File: config.mk
export PLATFORM = sky130hd
export DESIGN_NAME = dlrs_fifo
export DESIGN_NICKNAME = d
export VERILOG_FILES = /design/src/sv/dlrs_fifo.sv
export SDC_FILE = /design/constraint.sdc
export NUM_CORES = 1
export LEC_CHECK = 0
export BUFFER_PORTS_ARGS = -buffer_cell sky130_fd_sc_hd__buf_2
export CORE_MARGIN = 2
export CORE_UTILIZATION = 56
export CTS_BUF_LIST = sky130_fd_sc_hd__clkbuf_4 sky130_fd_sc_hd__clkbuf_8
export CTS_CLUSTER_DIAMETER = 200
export DETAILED_ROUTE_END_ITERATION = 8
export PLACE_DENSITY = 0.85
export SLEW_MARGIN = 10
export SYNTH_ARGS = -nofsm -noshare
export SYNTH_HDL_FRONTEND = slang
export SYNTH_SLANG_ARGS = --single-unit
export TNS_END_PERCENT = 10
File: constraint.sdc
create_clock -name clk -period 3.4 [get_ports clk]
set_input_delay 0.68 -clock clk [delete_from_list [all_inputs] [get_ports clk]]
set_output_delay 0.68 -clock clk [all_outputs]
set_load 0.005 [all_outputs]
File: src/sv/dlrs_fifo.sv
// Two-entry queue between the front end and the sort engine.
module dlrs_fifo #(
  parameter int W = 8
) (
  input  logic         clk,
  input  logic         rst,
  input  logic [W-1:0] wr_data,
  input  logic         wr_valid,
  output logic         wr_ready,
  output logic [W-1:0] rd_data,
  output logic         rd_valid,
  input  logic         rd_ready
);

  logic [W-1:0] mem [2];
  logic         wp;
  logic         rp;
  logic [1:0]   fill;
  logic         push;
  logic         pop;

  assign wr_ready = (fill != 2'd2);
  assign rd_valid = (fill != 2'd0);
  assign rd_data  = mem[rp];
  assign push     = wr_valid && wr_ready;
  assign pop      = rd_valid && rd_ready;

  always_ff @(posedge clk) begin
    if (push) mem[wp] <= wr_data;
  end

  always_ff @(posedge clk) begin
    if (rst) begin
      wp   <= 1'b0;
      rp   <= 1'b0;
      fill <= 2'd0;
    end else begin
      if (push) wp <= ~wp;
      if (pop) rp <= ~rp;
      case ({push, pop})
        2'b10:   fill <= fill + 2'd1;
        2'b01:   fill <= fill - 2'd1;
        default: fill <= fill;
      endcase
    end
  end

endmodule

==> flow_metrics.py <==
metrics = {
    "worst_setup_path": {
        "cp.required_ns": 2.72,
        "cp-end-kind": "output port",
        "critical_path_arrival_ns": 1.36,
        "worst_setup_path_start_kind": "flip-flop",
        "critical_path_class": "reg -> out",
        "timing.critical_path.fanout_max": 8,
    },
    "cts": {
        "cts.root.buffer_cell": "sky130_fd_sc_hd__clkbuf_4",
        "cts_hold_repair.buffers": 0,
        "cts.htree.levels": 1,
        "numCtsBuffers": 3,
        "clock_sink_count": 21,
        "clk-insertion-delay-late_ns": 0.30,
        "cts_post_setup_buffers_inserted": 0,
        "clk_pin_slew_ns": 0.11,
        "clock_tree_from_tritoncts": "yes",
        "post_cts_resize_count": 0,
        "cts.path.max_buffers": 2,
    },
    "power": {
        "leakage_uw": 0.000377,
        "sw_frac_of_total_pct": 29.0,
        "clock_power_share_pct": 17.6,
        "intPower_uw": 499,
        "vdd_ir_drop_max_mv": 0.550,
        "power.net_switching_uw": 204,
        "combinationalPowerShare_pct": 30.0,
        "pwr_density_cell_nw_per_um2": 742,
        "power_frac_seq_pct": 52.4,
    },
    "cells_and_area": {
        "drive_gt1_share_pct": 47.9,
        "multi_input_area_um2": 209,
        "syn2layout_area_growth_pct": 18.7,
        "layout_filler_cell_count": 96,
        "finalNetCount": 87,
        "sequential_cell_area_um2": 581,
        "n_antenna_cell": 0,
        "finalNonFillerCells": 88,
    },
    "synth": {
        "ys_types": 19,
        "synth_sequential_area_ratio_pct": 72.7,
        "ys_dominant_reg_cell": "sky130_fd_sc_hd__edfxtp_1",
        "yosys_top_cell_area_share_pct": 60.2,
        "edff_count_synth": 16,
        "synthTopCellsByCount": "sky130_fd_sc_hd__edfxtp_1 (16), sky130_fd_sc_hd__mux2_2 (8), sky130_fd_sc_hd__dfxtp_1 (5), sky130_fd_sc_hd__nor2_1 (3)",
        "ys_top_cells_by_area": "sky130_fd_sc_hd__edfxtp_1 (60%), sky130_fd_sc_hd__dfxtp_1 (13%), sky130_fd_sc_hd__mux2_2 (11%), sky130_fd_sc_hd__xnor2_1 (2.2%), sky130_fd_sc_hd__ha_1 (1.6%)",
        "syn-instance-count": 49,
        "synth-async-reset-ratio_pct": 0,
        "synth.cell_area_um2": 798,
        "most_common_cell_in_the_synthesized_netlist": "sky130_fd_sc_hd__edfxtp_1",
        "postSynthNetCount": 62,
        "syn-mean-instance-area_um2": 16.3,
        "synth.ff_latch_count": 21,
        "synth-warning-count": 0,
        "synth_largest_area_cell": "sky130_fd_sc_hd__edfxtp_1",
    },
    "job": {
        "max_cap_violations": 0,
    },
    "die": {
        "io_pins": 22,
        "die_y_um": 41.8,
        "area_of_the_die_um2": 1740,
        "area_of_the_core_um2": 1320,
        "initial_core_util_pct": 60.6,
        "die_x_um": 41.8,
        "fp-row-count": 13,
    },
    "timing": {
        "timing.hold.ws_ns": 0.543,
        "final_hold_viol_count": 0,
        "slew_headroom_pct": 73.8,
        "setup_viol": 0,
        "post_route_fraction_of_the_period_consumed_by_the_critical_path_pct": 60.0,
        "maxClockFrequency_ghz": 0.490,
        "fin_setup_tns_ns": 0,
        "timing.final.max_slew_violations": 0,
        "worst_slew_pin_slew_ns": 0.393,
        "crit_path_time_final_ns": 2.04,
        "final.setup_skew_ns": 0.00103,
        "rsz0062_at_grt": "false",
    },
    "global_route": {
        "first_global_vias": 548,
        "grt_max_degree": 12,
        "grt_usage_pct": 19.2,
        "antenna_found_initial": 0,
        "global_route_wire_length_before_repair_um": 2360,
        "grt_overflow": 0,
    },
    "detailed_routing": {
        "drtAntennaViolNets": 0,
        "via_density": 5.56,
        "detail_route.first_pass.iterations": 3,
        "per_cell_routed_wire_length_um": 15.9,
        "first_iter_violations": 21,
        "drt_wl_total_um": 1400,
        "detail_route.drc_violations": 0,
        "dr_total_vias": 489,
    },
    "placement": {
        "place_hpwl_um": 1060,
        "dp.cells": 84,
        "gpl.final_weighted_congestion": 0.705,
        "port_bufs": 21,
    },
    "min_path": {
        "worst_hold_path_type": "reg -> reg",
    },
    "outcome": {
        "status": "completed",
    },
}
cell families (layout without fill, tap and decap cells):
family	count (synthesis)	in the layout	synth area share, %
and+or+nand+nor	9	9	5.96
buffers and inverters	2	26	1.10
xor gates and xnor gates	3	3	3.29
DFF	21	21	72.7
adders and majority gates	1	1	1.57
muxes	8	8	11.3
AOI/OAI and AO/OA	5	5	4.08
final cells by class:
cell class	count	share of cell area, %
Sequential cell	21	61.3
Clock buffer	4	3.17
Tap cell	15	1.98
Inverter	1	0.396
Multi-Input combinational cell	26	22.1
Timing Repair Buffer	21	11.1
cells in the final DEF (no fill, tap or decap):
cell type,instances
sky130_fd_sc_hd__buf_2,21
sky130_fd_sc_hd__xnor2_1,2
sky130_fd_sc_hd__and3_1,1
sky130_fd_sc_hd__nand2b_1,1
sky130_fd_sc_hd__or2_2,1
sky130_fd_sc_hd__or3_1,1
sky130_fd_sc_hd__xor2_1,1
sky130_fd_sc_hd__ha_1,1
sky130_fd_sc_hd__nor2_1,3
sky130_fd_sc_hd__o21a_1,1
sky130_fd_sc_hd__o21ai_0,1
sky130_fd_sc_hd__inv_1,1
sky130_fd_sc_hd__nand2_1,1
sky130_fd_sc_hd__nand3b_1,1
sky130_fd_sc_hd__clkbuf_4,4
sky130_fd_sc_hd__a21oi_1,2
sky130_fd_sc_hd__a21bo_2,1
sky130_fd_sc_hd__dfxtp_1,5
sky130_fd_sc_hd__edfxtp_1,16
sky130_fd_sc_hd__mux2_2,8
worst max-delay path: stages (launching register included):
cell and delay, ns:
sky130_fd_sc_hd__dfxtp_1 0.55, sky130_fd_sc_hd__mux2_2 0.39, sky130_fd_sc_hd__buf_2 0.13
power groups by stage:
stage	logic, µW	registers [µW]	clock network, µW
global route	234	376	136
floorplan	149	353	0
detailed placement	211	375	0
CTS	213	369	125
finish	211	368	124
global placement	195	369	0
flip-flops by register name, indices dropped and copies added, names as in the netlist, named ones only:
register / flops
fill: 2
rp: 1
mem: 16
wp: 1
metrics by stage:
stage | instance area (µm²) | utilization [%] | total power [µW] | worst slack (ns)
5_1_grt | 947 | 71.9 | 747 | 1.29
3_3_place_gp | 917 | 69.6 | 564 | 1.65
3_5_place_dp | 917 | 69.6 | 587 | 1.58
6_report | 947 | 71.9 | 703 | 1.36
2_1_floorplan | 798 | - | 502 | 1.76
4_1_cts | 947 | 71.9 | 708 | 1.34
per-layer routing:
metal  vias to the layer above  global-route usage [%]  part of all wire (%)
met2                        18                    37.8                    60
met5                         -                       0                     0
met3                         4                    5.65                   3.7
li1                        229                       -                     -
met4                         0                    9.68                   1.6
met1                       238                    16.9                    35
worst paths after layout:
kind                        startpoint                   end  slack, ns  cells past startpoint
setup / recovery             flip-flop            rd_data[2]       1.36                      2
hold / removal    fill[1]$_SDFFE_PP0P_  fill[1]$_SDFFE_PP0P_       0.54                      2
setup reg to reg  fill[0]$_SDFFE_PP0P_  fill[1]$_SDFFE_PP0P_       1.77                      5
hold reg to reg   fill[1]$_SDFFE_PP0P_  fill[1]$_SDFFE_PP0P_       0.54                      2
(Power assumes the default switching activity.)
