File: config.mk
export PLATFORM = sky130hd
export DESIGN_NAME = dlrs_front
export DESIGN_NICKNAME = d
export VERILOG_FILES = /design/src/sv/dlrs_pkg.sv /design/src/sv/dlrs_front.sv
export SDC_FILE = /design/constraint.sdc
export NUM_CORES = 1
export LEC_CHECK = 0
export BUFFER_PORTS_ARGS = -buffer_cell sky130_fd_sc_hd__buf_2
export CORE_AREA = 2 2 114 138
export DETAILED_ROUTE_END_ITERATION = 6
export DIE_AREA = 0 0 116 140
export PLACE_DENSITY_LB_ADDON = 0.25
export SLEW_MARGIN = 25
export SYNTH_ARGS = -nofsm -noshare
export SYNTH_HDL_FRONTEND = slang
export SYNTH_SLANG_ARGS = --single-unit
export TNS_END_PERCENT = 20
File: constraint.sdc
create_clock -name clk -period 15.8 [get_ports clk]
set_clock_uncertainty 0.05 [all_clocks]
set_input_delay 3.95 -clock clk [delete_from_list [all_inputs] [get_ports clk]]
set_output_delay 3.95 -clock clk [all_outputs]
set_load 0.005 [all_outputs]
File: src/sv/dlrs_pkg.sv
// Shared constants and sizing functions for the decimal radix sorter.
package dlrs_pkg;

  localparam int RADIX = 10;
  localparam int DIGIT_BITS = 4;

  // Number of decimal digits needed for the largest value of the given width.
  function automatic int dec_digits(input int bits);
    return (bits * 30103) / 100000 + 1;
  endfunction

endpackage

File: src/sv/dlrs_front.sv
// Front end: accepts keys and converts each one to packed decimal digits.
module dlrs_front #(
  parameter int KEY_BITS = 32,
  parameter int NDIG     = 10,
  parameter int DW       = 4,
  parameter int IW       = 1 + 4 + 40 + 32
) (
  input  logic          clk,
  input  logic          rst,
  input  logic [31:0]   key,
  input  logic          final_key,
  input  logic          in_valid,
  output logic          in_ready,
  output logic [IW-1:0] item_data,
  output logic          item_valid,
  input  logic          item_ready
);

  localparam int BW  = NDIG * dlrs_pkg::DIGIT_BITS;
  localparam int CNW = (KEY_BITS > 1) ? $clog2(KEY_BITS) : 1;

  localparam logic [1:0] F_IDLE = 2'd0;
  localparam logic [1:0] F_CONV = 2'd1;
  localparam logic [1:0] F_PUSH = 2'd2;

  logic [1:0]          state;
  logic [KEY_BITS-1:0] kreg;
  logic [KEY_BITS-1:0] sh;
  logic [BW-1:0]       bcd;
  logic [BW-1:0]       adj;
  logic [BW-1:0]       bcd_next;
  logic                last;
  logic [CNW-1:0]      cnt;
  logic [DW-1:0]       nd;

  // Add three to every digit of five or more, then shift in the next key bit.
  always_comb begin
    for (int g = 0; g < NDIG; g++) begin
      adj[g*4 +: 4] = (bcd[g*4 +: 4] >= 4'd5) ? bcd[g*4 +: 4] + 4'd3 : bcd[g*4 +: 4];
    end
    bcd_next = {adj[BW-2:0], sh[KEY_BITS-1]};
  end

  // Count of significant decimal digits.
  always_comb begin
    nd = '0;
    for (int g = 0; g < NDIG; g++) begin
      if (bcd[g*4 +: 4] != 4'd0) nd = DW'(g + 1);
    end
  end

  assign in_ready   = (state == F_IDLE);
  assign item_valid = (state == F_PUSH);
  assign item_data  = {last, nd, bcd, kreg};

  always_ff @(posedge clk) begin
    if (rst) begin
      state <= F_IDLE;
      cnt   <= '0;
    end else begin
      case (state)
        F_IDLE: begin
          if (in_valid) begin
            kreg  <= KEY_BITS'(key);
            sh    <= KEY_BITS'(key);
            bcd   <= '0;
            last  <= final_key;
            cnt   <= '0;
            state <= F_CONV;
          end
        end
        F_CONV: begin
          bcd <= bcd_next;
          sh  <= sh << 1;
          cnt <= cnt + 1'b1;
          if (cnt == CNW'(KEY_BITS - 1)) state <= F_PUSH;
        end
        F_PUSH: begin
          if (item_ready) state <= F_IDLE;
        end
        default: state <= F_IDLE;
      endcase
    end
  end

endmodule

==> run_results.csv, run 1 <==
group,metric,value,unit
clock_network,post_cts_buffers,0,
worst_setup_path,reg2reg_from,"state[1]",
global_routing,antenna_found_initial,0,
floorplanning,ios,116,
clock_network,cts-root-buf,"clkbuf_16",
timing,grt_setup_unrepaired,"false",
power,leakage,2.56,nW
synth,synth.distinct_cells,32,
worst_setup_path,endpoint_kind,"output pin",
detailed_routing,post_drt_wl_per_cell,13.7,µm
synth,yosysSeqAreaShare,64.1,%
timing,post-route-period-util,38.4,%
synth,synth_warnings,0,
clock_network,clk_latency,0.35,ns
final_layout,ff_latch_area,3290,µm²
worst_setup_path,startpoint_type,"register",
final_layout,drive_above_1_share,25.4,%
clock_network,cts_max_level,3,
floorplanning,die_h,140,µm
synth,netlist_instances,446,
detailed_routing,ant_nets,0,
place,dp_hpwl,7300,µm
synth,synth-edff-count,105,
worst_setup_path,cp.required,11.80,ns
floorplanning,die_area,16200,µm²
synth,synth.ff_latch_count,112,
global_routing,gr-usage-all-layers,13.6,%
detailed_routing,firstDrtPassIters,5,
global_routing,grt_overflow,0,
final_layout,finalCoreUtilization,41.9,%
final_layout,multi_input_area,1700,µm²
outcome,status,"finished clean",
global_routing,grt_pass1_vias,3620,
power,power_frac_seq,55.4,%
timing,slew_viol_final,0,
synth,synth_top_flop_cell,"edfxtp_1",
final_layout,area_growth,20.8,%
detailed_routing,drt-vias-per-instance,4.61,
power,p_sw_share,25.0,%
floorplanning,start_util,34.6,%
synth,async_flop_share,0,%
timing,tightest_slew,0.942,ns
place,finalWeightedCongestion,0.796,
clock_network,ctsHoldBuffers,0,
place,portBuffers,115,
floorplanning,fp.dieW,116,µm
worst_setup_path,crit_arrival,2.06,ns
timing,hold_viol_final,0,
global_routing,grt_pass1_wl,17300,µm
timing,setup_viol,0,
clock_network,clk_path_buf_depth,2,
power,p_switching,161,µW
power,powerDensity,104,nW/µm²
final_layout,mostFrequentLayoutCells,"nand2_1, buf_2, edfxtp_1",
final_layout,diodes,0,
detailed_routing,drc,0,
clock_network,cts.clk_slew.worst_paths,0.07,ns
flow_run,max_cap_violations,0,
synth,avgSynthCellArea,11.5,µm²
synth,synth.net_count,505,
hold_path,hp-class,"register to register",
timing,fin_setup_tns,0,ns
power,internal_power,484,µW
timing,finalCriticalPeriod,6.06,ns
detailed_routing,dr.first_iter.drc_count,216,
power,power.share.clock,33.2,%
floorplanning,core_area,14800,µm²
power,fin_total_pwr,645,µW
hold_path,hp-start,"cnt[4]",
clock_network,cts_resized,0,
final_layout,n_fill_cell,1470,
timing,fmax,0.165,GHz
global_routing,grt_max_degree,73,
worst_setup_path,crit_type,"register to output pin",
clock_network,cts_tree,"done",
final_layout,nNetsFinal,620,
detailed_routing,finalWirelength,10600,µm
floorplanning,rows,49,
timing,relSlewSlack,37.2,%
worst_setup_path,reg2reg_slack,13.61,ns
worst_setup_path,startpoint,"bcd[16]",
clock_network,clkSinkCount,112,
power,ir_drop,0.0000678,V
detailed_routing,vias,3549,
worst_setup_path,path_max_fanout,4,
synth,synth_area,5140,µm²
power,power.share.combinational,11.3,%
clock_network,cts_buffers,9,
## per-stage QoR
step / worst slack [ns] / cell area [µm²] / cells / hold WS (ns)
2_1_floorplan: 6.06 / 5140 / 446 / 0.422
3_3_place_gp: 10.14 / 5940 / 754 / 0.441
3_5_place_dp: 10.09 / 5940 / 754 / 0.450
4_1_cts: 9.70 / 6210 / 770 / 0.470
5_1_grt: 9.57 / 6210 / 770 / 0.496
6_report: 9.74 / 6210 / 770 / 0.458
## Yosys cell counts, types with 2 or more instances
master / number / area [µm²]
mux2_2: 2 / 22.5
xnor2_1: 10 / 87.6
dfxtp_1: 7 / 140
nor2b_1: 12 / 75.1
o21ai_0: 10 / 50.1
and2_1: 2 / 12.5
inv_1: 23 / 86.3
nor3_1: 11 / 55.1
xor2_1: 9 / 78.8
a31oi_1: 2 / 12.5
a211oi_1: 11 / 82.6
nand2b_1: 13 / 81.3
a22oi_1: 5 / 37.5
a21oi_1: 21 / 105
ha_1: 22 / 275
nand2_1: 115 / 432
nor2_1: 33 / 124
nor3b_1: 5 / 37.5
buf_2: 13 / 65.1
nor3b_2: 2 / 25.0
nand3_1: 3 / 15.0
edfxtp_1: 105 / 3150
## final cells by class
cell class,count,area share (%)
timing repair buffer,119,9.75
sequential,112,53.0
inverter,23,1.39
multi-input combinational,296,27.4
tap,204,4.11
clock inverter,6,0.685
clock buffer,10,3.69
## worst max-delay path, stage by stage, from the launching register on
cell,delay [ns]
edfxtp_1,0.43
inv_1,0.12
ha_1,0.22
or3b_4,0.42
nand2b_4,0.15
o221ai_2,0.15
a31oi_1,0.09
buf_2,0.15
## logic make-up (layout without fill, tap and decap cells)
| family | count (synthesis) | after routing | share of synthesized area, % |
|---|---|---|---|
| DFF | 112 | 112 | 64.1 |
| muxes | 2 | 2 | 0.438 |
| buffers and inverters | 38 | 158 | 3.16 |
| and+or+nand+nor | 200 | 200 | 17.4 |
| xor gates and xnor gates | 19 | 19 | 3.24 |
| adders and majority gates | 22 | 22 | 5.36 |
| AOI/OAI and AO/OA | 53 | 53 | 6.33 |
## worst paths after layout
check,to,cells past startpoint
max,item_data[72],7
min,cnt[4],2
max reg2reg,bcd[12],3
min reg2reg,cnt[4],2
## registers in the layout, summed over array words and instances, names as in the netlist
register and cells:
kreg 32, bcd 40, state 2, sh 32, last 1, cnt 5
## power groups by stage
stage / clock, mW / sequential [mW] / combinational [mW]
2_1_floorplan: 0 / 0.365 / 0.0456
3_3_place_gp: 0 / 0.364 / 0.0728
3_5_place_dp: 0 / 0.365 / 0.0750
4_1_cts: 0.224 / 0.358 / 0.0754
5_1_grt: 0.234 / 0.360 / 0.0848
6_report: 0.214 / 0.358 / 0.0731
## routing by layer
metal | vias to the layer above | part of all wire (%) | GRT usage (%)
met2 | 114 | 47 | 22.5
met3 | 15 | 6.2 | 3.38
met1 | 1660 | 44 | 16.5
met4 | 0 | 2.4 | 6.58
li1 | 1760 | - | -
met5 | - | 0 | 0
(Power assumes the default switching activity.)
==> inputs of run 2 (changes only) <==
clock period = 5.9 ns   (was 15.8 ns; I/O delays follow)
==> run_results.csv, run 2 (synthesis results as in run 1) <==
group,metric,value,unit
final_layout,regMostFlops,"bcd",
floorplanning,core_area,14800,µm²
detailed_routing,finalWirelength,10700,µm
floorplanning,die_area,16200,µm²
final_layout,drive_above_1_share,25.8,%
power,leakage,2.58,nW
place,portBuffers,115,
power,powerDensity,281,nW/µm²
clock_network,cts_buffers,9,
worst_setup_path,path_max_fanout,4,
worst_setup_path,endpoint_kind,"output pin",
global_routing,antenna_found_initial,1,
global_routing,grt_overflow,0,
final_layout,mostFrequentLayoutCells,"nand2_1, buf_2, edfxtp_1",
place,finalWeightedCongestion,0.807,
clock_network,clk_path_buf_depth,2,
timing,setup_viol,0,
timing,fin_setup_tns,0,ns
timing,post-route-period-util,60.7,%
floorplanning,ios,116,
timing,whs,0.466,ns
outcome,status,"finished clean",
detailed_routing,ant_nets,0,
clock_network,cts_max_level,3,
timing,finalCriticalPeriod,3.58,ns
detailed_routing,dr.first_iter.drc_count,143,
final_layout,diodes,0,
flow_run,max_cap_violations,0,
timing,grt_setup_unrepaired,"false",
floorplanning,start_util,34.6,%
final_layout,n_fill_cell,1468,
detailed_routing,post_drt_wl_per_cell,13.9,µm
clock_network,clk_latency,0.35,ns
worst_setup_path,crit_type,"register to output pin",
final_layout,area_growth,21.3,%
place,dp_hpwl,7320,µm
worst_setup_path,crit_arrival,2.05,ns
timing,relSlewSlack,36.3,%
floorplanning,die_h,140,µm
power,ir_drop,0.000144,V
clock_network,cts_resized,0,
clock_network,clkSinkCount,112,
hold_path,hp-class,"register to register",
timing,slew_viol_final,0,
clock_network,post_cts_buffers,0,
final_layout,reg_top3,"bcd (40), kreg (32), sh (32)",
detailed_routing,firstDrtPassIters,4,
final_layout,final_cells,770,
clock_network,cts_tree,"done",
timing,hold_viol_final,0,
worst_setup_path,startpoint_type,"register",
global_routing,grt_pass1_wl,17200,µm
final_layout,nNetsFinal,620,
clock_network,cts.clk_slew.worst_paths,0.07,ns
clock_network,ctsHoldBuffers,0,
final_layout,largest_reg_flops,40,
floorplanning,fp.dieW,116,µm
global_routing,grt_pass1_vias,3653,
detailed_routing,drc,0,
floorplanning,rows,49,
clock_network,cts-root-buf,"clkbuf_16",
global_routing,grt_max_degree,73,
detailed_routing,drt-vias-per-instance,4.64,
global_routing,gr-usage-all-layers,13.4,%
place,placedCellCount,754,
worst_setup_path,cp.required,4.38,ns
detailed_routing,vias,3570,
timing,tightest_slew,0.955,ns
timing,fmax,0.279,GHz
-- run 2: final timing paths --
check	slack, ns	startpoint	cells past startpoint	end
worst max register to register	3.91	state[0]	3	bcd[35]
worst min register to register	0.47	sh[21]	2	sh[22]
worst min-delay path	0.47	sh[21]	2	sh[22]
worst max-delay path	2.32	bcd[16]	7	item_data[72]
-- run 2: per-layer routing --
layer	track usage (%)	share of wire (%)	vias to the layer above
met2	22.9	49	114
met5	0	0.12	-
met3	3.59	6.3	17
met1	15.8	43	1675
met4	5.95	2.2	2
li1	-	-	1762
-- run 2: area by class of cell --
class | instances | area (µm²) | area share [%]
Clock inverter | 6 | 50.0 | 0.803
Timing Repair Buffer | 119 | 606 | 9.71
Tap cell | 204 | 255 | 4.09
Clock buffer | 10 | 239 | 3.83
Multi-Input combinational cell | 296 | 1710 | 27.4
Inverter | 23 | 86.3 | 1.38
Sequential cell | 112 | 3290 | 52.8
-- run 2: critical path, cell delays in order, from the launching register on --
cell and delay, ns:
edfxtp_1 0.42, inv_1 0.12, ha_1 0.20, or3b_4 0.41
nand2b_4 0.15, o221ai_2 0.15, a31oi_1 0.10, buf_2 0.15
-- run 2: per-stage QoR --
stage                     setup WS, ns  area, µm²  total power, mW  utilization [%]
after floorplan                  0.891       5140             1.10                -
after global placement            2.72       5950             1.17             40.1
after detailed placement          2.69       5950             1.18             40.1
after CTS                         2.30       6230             1.78             42.0
after global routing              2.15       6230             1.83             42.0
final                             2.32       6230             1.75             42.0
-- run 2: power by group --
part | internal (mW) | switching [mW]
registers | 0.929 | 0.0292
clock network | 0.305 | 0.293
logic | 0.0788 | 0.118
total | 1.31 | 0.440
==> inputs of run 3 (changes only) <==
clock period = 3.2 ns   (was 5.9 ns; I/O delays follow)
==> run_results.csv, run 3 (synthesis results as in run 1) <==
group,metric,value,unit
outcome,status,"finished clean",
final_layout,largest_reg_flops,40,
final_layout,regMostFlops,"bcd",
timing,finalCriticalPeriod,2.96,ns
place,dpl_cell_area,5990,µm²
floorplanning,core_area,14800,µm²
floorplanning,die_area,16200,µm²
hold_path,hp-start,"cnt[4]",
detailed_routing,vias,3579,
hold_path,min_delay_path_depth,2,
floorplanning,die_h,140,µm
detailed_routing,drc,0,
worst_setup_path,endpoint_kind,"output pin",
detailed_routing,firstDrtPassIters,4,
worst_setup_path,crit_arrival,2.11,ns
clock_network,post_cts_buffers,0,
timing,relSlewSlack,34.4,%
worst_setup_path,startpoint,"bcd[16]",
floorplanning,fp.dieW,116,µm
place,finalWeightedCongestion,0.789,
global_routing,grt_pass1_vias,3595,
place,dp_hpwl,7640,µm
timing,fmax,0.338,GHz
timing,hold_viol_final,0,
final_layout,drive_above_1_share,26.2,%
worst_setup_path,startpoint_type,"register",
timing,grt_setup_unrepaired,"false",
final_layout,nNetsFinal,623,
detailed_routing,ant_nets,0,
worst_setup_path,r2r_cells,4,
clock_network,ctsHoldBuffers,0,
timing,post-route-period-util,92.5,%
timing,tightest_slew,0.979,ns
final_layout,fin_area,6290,µm²
flow_run,max_cap_violations,0,
floorplanning,rows,49,
floorplanning,ios,116,
floorplanning,start_util,34.6,%
detailed_routing,drt-vias-per-instance,4.63,
power,fin_total_pwr,3.29,mW
final_layout,diodes,0,
detailed_routing,post_drt_wl_per_cell,13.7,µm
clock_network,cts.clk_slew.worst_paths,0.07,ns
clock_network,cts-root-buf,"clkbuf_16",
clock_network,cts_tree,"done",
timing,whs,0.465,ns
hold_path,hp-class,"register to register",
global_routing,grt_overflow,0,
timing,fin_setup_tns,0,ns
worst_setup_path,r2r_end,"sh[10]",
power,leakage,2.61,nW
global_routing,gr-usage-all-layers,13.6,%
worst_setup_path,reg2reg_slack,1.22,ns
worst_setup_path,cp.required,2.35,ns
hold_path,min_to,"cnt[4]",
worst_setup_path,crit_type,"register to output pin",
clock_network,clk_path_buf_depth,2,
detailed_routing,dr.first_iter.drc_count,134,
clock_network,cts_max_level,3,
power,powerDensity,522,nW/µm²
power,ir_drop,0.000268,V
global_routing,antenna_found_initial,0,
global_routing,grt_max_degree,41,
clock_network,clkSinkCount,112,
final_layout,reg_top3,"bcd (40), kreg (32), sh (32)",
clock_network,clk_latency,0.35,ns
final_layout,n_fill_cell,1468,
worst_setup_path,path_max_fanout,4,
detailed_routing,finalWirelength,10600,µm
clock_network,cts_buffers,9,
final_layout,area_growth,22.4,%
clock_network,cts_resized,0,
place,portBuffers,115,
final_layout,mostFrequentLayoutCells,"nand2_1, buf_2, edfxtp_1",
timing,setup_viol,0,
global_routing,grt_pass1_wl,17100,µm
worst_setup_path,reg2reg_from,"state[0]",
timing,slew_viol_final,0,
final_layout,finalCoreUtilization,42.4,%
==> run 3: cell types whose count changed in the layout (fill, tap and decap cells not counted), sizes merged <==
cell    previous run  this run
buf              119       122
clkbuf            10        11
clkinv             4         2
inv               25        26
==> run 3: final cells by class <==
| type | instances | area [µm²] | area share (%) |
|---|---|---|---|
| inverter | 23 | 86.3 | 1.37 |
| clock buffer | 11 | 264 | 4.19 |
| sequential | 112 | 3290 | 52.3 |
| multi-input combinational | 296 | 1710 | 27.2 |
| timing repair buffer | 122 | 641 | 10.2 |
| tap | 204 | 255 | 4.06 |
| clock inverter | 5 | 42.5 | 0.676 |
==> run 3: through the flow <==
step / cells / setup WS (ns)
CTS: 773 / 0.216
floorplan: 446 / 0.0126
global route: 773 / 0.0608
detailed placement: 757 / 0.616
finish: 773 / 0.240
global placement: 757 / 0.692
==> run 3: how the worst max path moves through the flow <==
stage	end	slack (ns)	depth (start not counted)
floorplan	bcd[0]	0.01	2
global placement	item_data[72]	0.69	7
detailed placement	item_data[72]	0.62	6
CTS	item_data[72]	0.22	7
global route	item_data[72]	0.06	6
finish	item_data[72]	0.24	7
==> run 3: worst max-delay path, cell delays in order, from the launching register on <==
cell and delay, ns:
edfxtp_1 0.44, inv_1 0.13, ha_1 0.22, or3b_4 0.42, nand2b_4 0.15, o221ai_2 0.16
a31oi_1 0.10, buf_2 0.15
==> run 3: power breakdown <==
group | total, mW | switching (mW) | internal [mW]
Combinational | 0.371 | 0.219 | 0.152
Sequential | 1.77 | 0.0537 | 1.71
Clock | 1.15 | 0.542 | 0.609
==> run 3: metal layers <==
| metal | part of all wire [%] | track usage [%] | vias up | routed length [µm] |
|---|---|---|---|---|
| met3 | 6.2 | 4.15 | 12 | 653 |
| met2 | 49 | 23.2 | 100 | 5210 |
| met1 | 43 | 15.7 | 1696 | 4560 |
| li1 | - | - | 1771 | - |
| met5 | 0 | 0 | - | 0 |
| met4 | 1.8 | 5.45 | 0 | 191 |
